**config.mk**
```make
export PLATFORM = sky130hd
export DESIGN_NAME = mqrb_vram
export DESIGN_NICKNAME = d
export VERILOG_FILES = /design/src/mqrb_pkg.sv /design/src/mqrb_vram.sv
export SDC_FILE = /design/constraint.sdc
export NUM_CORES = 1
export LEC_CHECK = 0
export ABC_AREA = 0
export BUFFER_PORTS_ARGS = -buffer_cell sky130_fd_sc_hd__buf_2
export CORE_ASPECT_RATIO = 0.7
export CORE_MARGIN = 2
export CORE_UTILIZATION = 45
export CTS_BUF_LIST = sky130_fd_sc_hd__clkbuf_8 sky130_fd_sc_hd__clkbuf_16
export CTS_CLUSTER_SIZE = 28
export DETAILED_ROUTE_END_ITERATION = 12
export GPL_ROUTABILITY_DRIVEN = 0
export PLACE_DENSITY = 0.66
export REMOVE_ABC_BUFFERS = 1
export SLEW_MARGIN = 5
export SYNTH_ARGS = -nofsm -noshare
export SYNTH_HDL_FRONTEND = slang
export SYNTH_SLANG_ARGS = --single-unit
export TNS_END_PERCENT = 50
```
**constraint.sdc**
```tcl
create_clock -name clk -period 1.45 [get_ports clk]
set_input_delay 0.145 -clock clk [delete_from_list [all_inputs] [get_ports clk]]
set_output_delay 0.145 -clock clk [all_outputs]
set_load 0.005 [all_outputs]
```
**src/mqrb_pkg.sv**
```systemverilog
// Shared constants for the multi-queue packet ring buffer.
// Field widths, stream packing widths, action codes and default sizes.
// No dependencies; every other file in src imports this package.
package mqrb_pkg;

	// default sizes handed to the top-level parameters
	localparam int NUM_QUEUES_DEF      = 4;
	localparam int RING_DEPTH_DEF      = 16;
	localparam int WORDS_PER_ENTRY_DEF = 512;

	// field widths
	localparam int ACTION_W = 2;
	localparam int PORT_W   = 16;
	localparam int SEQ_W    = 16;
	localparam int SAMPLE_W = 16;
	localparam int COUNT_W  = 5;

	// stream packing
	localparam int S_TDATA_W = 48;
	localparam int S_TUSER_W = 2;
	localparam int M_TDATA_W = 24;
	localparam int M_TUSER_W = 2;

	// request kinds carried in s_tuser
	localparam logic [ACTION_W-1:0] ACT_WRITE = 2'd0;
	localparam logic [ACTION_W-1:0] ACT_READ  = 2'd1;
	localparam logic [ACTION_W-1:0] ACT_QUERY = 2'd2;
	localparam logic [ACTION_W-1:0] ACT_RSVD  = 2'd3;

endpackage

```
**src/mqrb_vram.sv**
```systemverilog
// Small two-port RAM with a valid bit per entry; unwritten entries read zero.
// Holds the per-queue ring record (head, tail, count, sequence, read offset). Uses mqrb_pkg.
module mqrb_vram #(
	parameter int DW    = 32,
	parameter int DEPTH = mqrb_pkg::NUM_QUEUES_DEF,
	parameter int AW    = 2
) (
	input  logic          clk,
	input  logic          arst_n,
	input  logic          we,
	input  logic [AW-1:0] waddr,
	input  logic [DW-1:0] wdata,
	input  logic          re,
	input  logic [AW-1:0] raddr,
	output logic [DW-1:0] rdata
);
	import mqrb_pkg::*;

	logic [DW-1:0]    mem [DEPTH];
	logic [DEPTH-1:0] vld_q;
	logic [DW-1:0]    rd_q;
	logic             rv_q;

	// store contents
	always_ff @(posedge clk) begin
		if (we) begin
			mem[waddr] <= wdata;
		end
		if (re) begin
			rd_q <= mem[raddr];
		end
	end

	// track written entries and the validity of the registered read
	always_ff @(posedge clk or negedge arst_n) begin
		if (!arst_n) begin
			vld_q <= '0;
			rv_q  <= 1'b0;
		end else begin
			if (we) begin
				vld_q[waddr] <= 1'b1;
			end
			if (re) begin
				rv_q <= vld_q[raddr];
			end
		end
	end

	assign rdata = rv_q ? rd_q : '0;

endmodule

```
==> flow_summary_export.csv, run 1 <==
group,metric,value,unit
final_layout,seq_area,4930,um^2
final_layout,stdcell_area,7700,um^2
clocking,cts_htree_levels,4,
synthesis,synth_top_cell_by_area,"edfxtp_1",
final_layout,fin_util,0.586,
clocking,numCtsBuffers,17,
final_layout,insertedDiodeCount,0,
pwr,p_seq_frac,0.523,
final_layout,final_cells,563,
global_route,grt_max_degree,35,
worst_setup_path,path_max_fanout,30,
timing,finalHoldViolCount,0,
die,coreArea,13100,um^2
synthesis,ys_ff_latch,165,
pwr,clockPowerShare,0.405,
global_route,grt_pass1_vias,3085,
worst_setup_path,worst_setup_path_start_kind,"flip-flop",
place,place_area,6770,um^2
timing,drv_slew,0,
pwr,powerDensity,1390,nW/um^2
global_route,met2_usage,0.250,
worst_setup_path,crit_chain,"buf_12 -> and2_1 -> buf_2",
pwr,swShare,0.195,
global_route,met1_usage,0.224,
route,detail-route-antenna-nets,0,
clocking,clock-root-buffer,"clkbuf_16",
global_route,met3_usage,0.0546,
pwr,switchingPower,2.08,mW
route,wire_per_inst,19.3,um
final_layout,drive_above_1_share,0.393,
worst_setup_path,critPathBufInv,2,
global_route,busiest_layer,"met2",
worst_setup_path,slowest_stage,"dfrtp_2",
synthesis,postSynthAreaPerCell,23.8,um^2
route,routed_wl,10900,um
timing,setup_viol,2,
status,violations,"setup timing",
synthesis,yosys_warnings,0,
pwr,p_comb_frac,0.071,
global_route,grt_pass1_wl,16700,um
timing,timing.slew.headroom,0.772,
worst_setup_path,critPathArrivalTime,1310,ps
worst_setup_path,path_delay_family,"flip-flops",
clocking,clockBufferDepth,2,
pwr,peakVddDrop,813,uV
worst_setup_path,critPathKind,"flip-flop to output port",
timing,min_period,1460,ps
route,drt_iter0_drc,123,
worst_setup_path,crit_path_end_kind,"output port",
final_layout,multi_input_area,1050,um^2
timing,tightestPinTransition,342,ps
final_layout,mostFrequentLayoutCells,"edfxtp_1 (160), buf_2 (71), dlygate4sd3_1 (33)",
flow_run,maxCapViolCount,0,
clocking,cts.clk_slew.worst_paths,60,ps
worst_setup_path,cpPeakStageDelay,430,ps
route,num_vias,2926,
route,dr.pass1.iters,4,
place,dp_cells,498,
place,io_buffers,71,
die,die_area,14400,um^2
final_layout,final_common_cell,"edfxtp_1",
final_layout,syn_to_final_growth,27.0,%
hold_path,hold_class,"input pin to asynchronous set/reset pin",
place,place_hpwl,6630,um
final_layout,nNetsFinal,425,
global_route,gr-total-overflow,0,
clocking,worstSkewPairLatency,410,ps
timing,finalSetupTns,-12.0,ps
timing,setup_ws,-6.97,ps
timing,fmax,686,MHz
synthesis,mappedNetlistArea,6060,um^2
synthesis,synth_area_leaders,"edfxtp_1 (79%), mux4_2 (11%), and2_1 (3.3%)",
worst_setup_path,crit_required,1310,ps
timing,rsz0062_at_grt,"yes",
timing,final.period_utilization,1.00,
global_route,antenna_found_initial,0,
die,die_h,101,um
global_route,grtUsageTotal,0.164,
timing,clock_skew,4.92,ps
pwr,power.leakage,2.74,nW
route,viasPerCell,5.20,
clocking,cts_tree,"done",
synthesis,synthCells,255,
final_layout,fillerInstances,968,
die,die_x,143,um
route,route.detailed.drc,0,
die,pin_count,72,
pwr,p_int,8.59,mW
synthesis,synth_top_area_frac,0.793,
clocking,cts.sinks,165,
status,status,"finished, violations left",
synthesis,yosysSeqAreaShare,0.813,
synthesis,synth.distinct_cells,20,
die,core.rowCount,35,
die,initial_utilization,0.461,
layer usage:
layer | vias up | share of wire
met4 | 0 | 0.015
li1 | 1307 | -
met1 | 1517 | 0.47
met3 | 16 | 0.052
met2 | 86 | 0.46
met5 | - | 0
power groups by stage:
stage | sequential (mW) | clock, mW | combinational (mW)
global placement | 5.67 | 0 | 0.660
detailed placement | 5.68 | 0 | 0.679
finish | 5.58 | 4.32 | 0.760
floorplan | 5.67 | 0 | 0.270
global route | 5.60 | 4.61 | 0.832
CTS | 5.58 | 4.41 | 0.776
cells in the mapped netlist:
library cell / n
and2_1: 32
and3_1: 1
and3b_1: 1
buf_12: 3
buf_2: 3
buf_6: 1
clkbuf_1: 4
dfrtp_1: 5
edfxtp_1: 160
inv_1: 1
mux2_2: 1
mux2i_1: 1
mux4_1: 3
mux4_2: 29
nand2_1: 2
nand3_1: 1
nor2_1: 1
nor3b_1: 1
o311ai_1: 1
or2_2: 4
cell type report:
class                           count  share of cell area
Clock inverter                     14              0.0190
Multi-Input combinational cell     78               0.137
Inverter                            1            0.000488
Tap cell                          166              0.0270
Sequential cell                   165               0.641
Clock buffer                       17              0.0553
Timing Repair Buffer              122               0.121
stage by stage:
stage	total power, mW	setup slack, ps	hold slack [ps]
finish	10.7	-6.97	88.9
global route	11.0	-40.1	82.6
CTS	10.8	-21.9	77.5
detailed placement	6.36	55.2	-33.9
global placement	6.33	99.1	-40.4
floorplan	5.94	-1600	-151
cell families (layout without fill, tap and decap cells):
kind of cell / Yosys count / in the layout / synth area share
DFF: 165 / 165 / 0.813
and+or+nand+nor: 43 / 43 / 0.0436
muxes: 34 / 34 / 0.124
buffers and inverters: 12 / 154 / 0.0173
AOI/OAI and AO/OA: 1 / 1 / 0.00145
state kept, by name, indices dropped and copies added, names as in the netlist:
signal / count
mem: 128
rd_q: 32
vld_q: 4
rv_q: 1
path summary, 6_finish.rpt:
path,startpoint,end,slack [ps],cells after the start
setup reg to reg,mem[1][0],rd_q[0],320,1
setup / recovery,rv_q,rdata[26],-7,3
hold reg to reg,vld_q[2],vld_q[2],470,1
min in group clk,re,rd_q[22],110,1
max in group asynchronous,arst_n,rv_q,1210,2
hold / removal,arst_n,vld_q[1],90,2
timing repair:
item                                    in CTS  in global routing
gates resized for setup                      8                  0
endpoints found under the setup margin      29                 28
hold buffers                                33                  0
setup buffers                                1                  0
hold endpoints to repair                   133                  0
Power figures use the tool's default switching activity.
==> run 2: changes to the inputs <==
Settings changed: CTS_BUF_LIST sky130_fd_sc_hd__clkbuf_8 sky130_fd_sc_hd__clkbuf_16 to sky130_fd_sc_hd__clkbuf_4 sky130_fd_sc_hd__clkbuf_8, PLACE_DENSITY 0.66 to unset, PLACE_DENSITY_LB_ADDON set to 0.2.
==> run 2 against run 1 <==
Compared with the run above: the flow now finishes without violations; non-clock buffer count rose by 3; via count fell by 2.2%; design area fell by 0.81%; critical path type unchanged; critical endpoint is now rdata[1].
==> flow_summary_export.csv, run 2 (same netlist as run 1, synthesis figures left out) <==
group,metric,value,unit
route,num_vias,2862,
worst_setup_path,crit_path_end_kind,"output port",
worst_setup_path,path_max_fanout,17,
clocking,cts_tree,"done",
die,die_x,143,um
global_route,antenna_found_initial,0,
global_route,gr-total-overflow,0,
clocking,numCtsBuffers,17,
pwr,peakVddDrop,629,uV
clocking,worstSkewPairLatency,430,ps
final_layout,reg_top3,"mem x128, rd_q x32, vld_q x4",
timing,clock_skew,8.04,ps
timing,min_period,1420,ps
route,detail-route-antenna-nets,0,
die,initial_utilization,0.461,
die,core.rowCount,35,
route,drt_iter0_drc,136,
place,place_area,6800,um^2
place,pre_cts_slack,22.5,ps
global_route,grt_pass1_vias,3006,
clocking,clock-root-buffer,"clkbuf_8",
die,coreArea,13100,um^2
worst_setup_path,crit_required,1310,ps
route,route.detailed.drc,0,
die,die_h,101,um
global_route,grtUsageTotal,0.157,
final_layout,syn_to_final_growth,26.0,%
timing,rsz0062_at_grt,"yes",
final_layout,insertedDiodeCount,0,
final_layout,top_register,"mem",
worst_setup_path,r2r-start,"mem[2][31]",
timing,setup_viol,0,
clocking,cts_htree_levels,4,
route,wire_per_inst,18.3,um
timing,drv_slew,0,
global_route,grt_pass1_wl,16000,um
timing,finalHoldViolCount,0,
worst_setup_path,critPathArrivalTime,1280,ps
hold_path,hold_class,"input pin to asynchronous set/reset pin",
route,viasPerCell,5.05,
clocking,postCtsSetupBuffers,0,
clocking,cts.clk_slew.worst_paths,80,ps
timing,setup_ws,26.3,ps
final_layout,drive_above_1_share,0.429,
timing,final.period_utilization,0.982,
route,met2RoutedLength,5190,um
die,die_area,14400,um^2
timing,timing.slew.headroom,0.734,
pwr,power.leakage,2.72,nW
final_layout,final_common_cell,"edfxtp_1",
final_layout,largest_reg_flops,128,
worst_setup_path,critPathKind,"flip-flop to output port",
final_layout,mostFrequentLayoutCells,"edfxtp_1 (160), buf_2 (67), dlygate4sd3_1 (33)",
status,status,"finished clean",
timing,tightestPinTransition,398,ps
route,dr.pass1.iters,6,
flow_run,maxCapViolCount,0,
clocking,cts.sinks,165,
place,io_buffers,71,
pwr,powerDensity,1310,nW/um^2
die,pin_count,72,
pwr,p_total,10.0,mW
route,top_layer,"met4",
clocking,clockBufferDepth,2,
worst_setup_path,rr_worst_depth,1,
global_route,grt_max_degree,35,
worst_setup_path,r2r-end,"rd_q[31]",
worst_setup_path,worst_setup_path_start_kind,"flip-flop",
timing,fmax,702,MHz
route,drt-met1-wl,4620,um
worst_setup_path,r2r_slack,330,ps
route,routed_wl,10400,um
place,place_hpwl,6490,um
final_layout,nNetsFinal,428,
route,routed-wl-met3,486,um
final_layout,stdcell_area,7640,um^2
## run 2: cell types whose count changed in the layout (fill, tap and decap cells not counted), sizes merged
cell      change
clkinvlp      -1
clkinv        +2
clkbuf        +1
inv           -3
buf           +3
bufinv        +2
## run 2: worst max-delay path by stage
stage                         from   endpoint  slack [ps]  depth (start not counted)
final                         rv_q   rdata[1]          30                          3
after global routing          rv_q   rdata[1]         -70                          3
after CTS                     rv_q   rdata[1]         -20                          3
after detailed placement  raddr[0]   rd_q[31]          20                          3
after global placement    raddr[0]    rd_q[0]          50                          3
after floorplan           waddr[0]  mem[0][0]       -1600                          1
## run 2: final cells by class
| class | instances | area [um^2] |
|---|---|---|
| Multi-Input combinational cell | 78 | 1070 |
| Tap cell | 166 | 208 |
| Timing Repair Buffer | 125 | 976 |
| Clock buffer | 18 | 241 |
| Fill cell | 997 | 5500 |
| Sequential cell | 165 | 4930 |
| Clock inverter | 14 | 209 |
| Inverter | 1 | 3.75 |
## run 2: power breakdown
part           internal (mW)  switching [mW]
clock network           2.06            1.59
logic                  0.443           0.343
registers               5.51          0.0565
## run 2: critical path, stage by stage (launching register included)
cell and delay (ps):
dfrtp_1 410, buf_6 170, and2_1 150, buf_2 130
## run 2: per-stage QoR
step | TNS, ps | cells | hold slack, ps | utilization
floorplan | -70650 | 244 | -151 | -
global placement | 0 | 502 | -38.1 | 0.517
detailed placement | 0 | 502 | -34.9 | 0.517
CTS | -90.1 | 567 | 59.8 | 0.581
global route | -1340 | 567 | 72.7 | 0.581
finish | 0 | 567 | 64.0 | 0.581
## run 2: timing repair
item / 4_1_cts / 5_1_grt
endpoints found under the setup margin: 32 / 32
hold buffers: 33 / 0
hold endpoints to repair: 133 / 0
resized for setup: 17 / 0
## run 2: metal layers
| metal | up-vias | global-route usage |
|---|---|---|
| li1 | 1309 | - |
| met1 | 1469 | 0.197 |
| met2 | 74 | 0.263 |
| met3 | 10 | 0.0475 |
| met4 | 0 | 0.0548 |
| met5 | - | 0 |
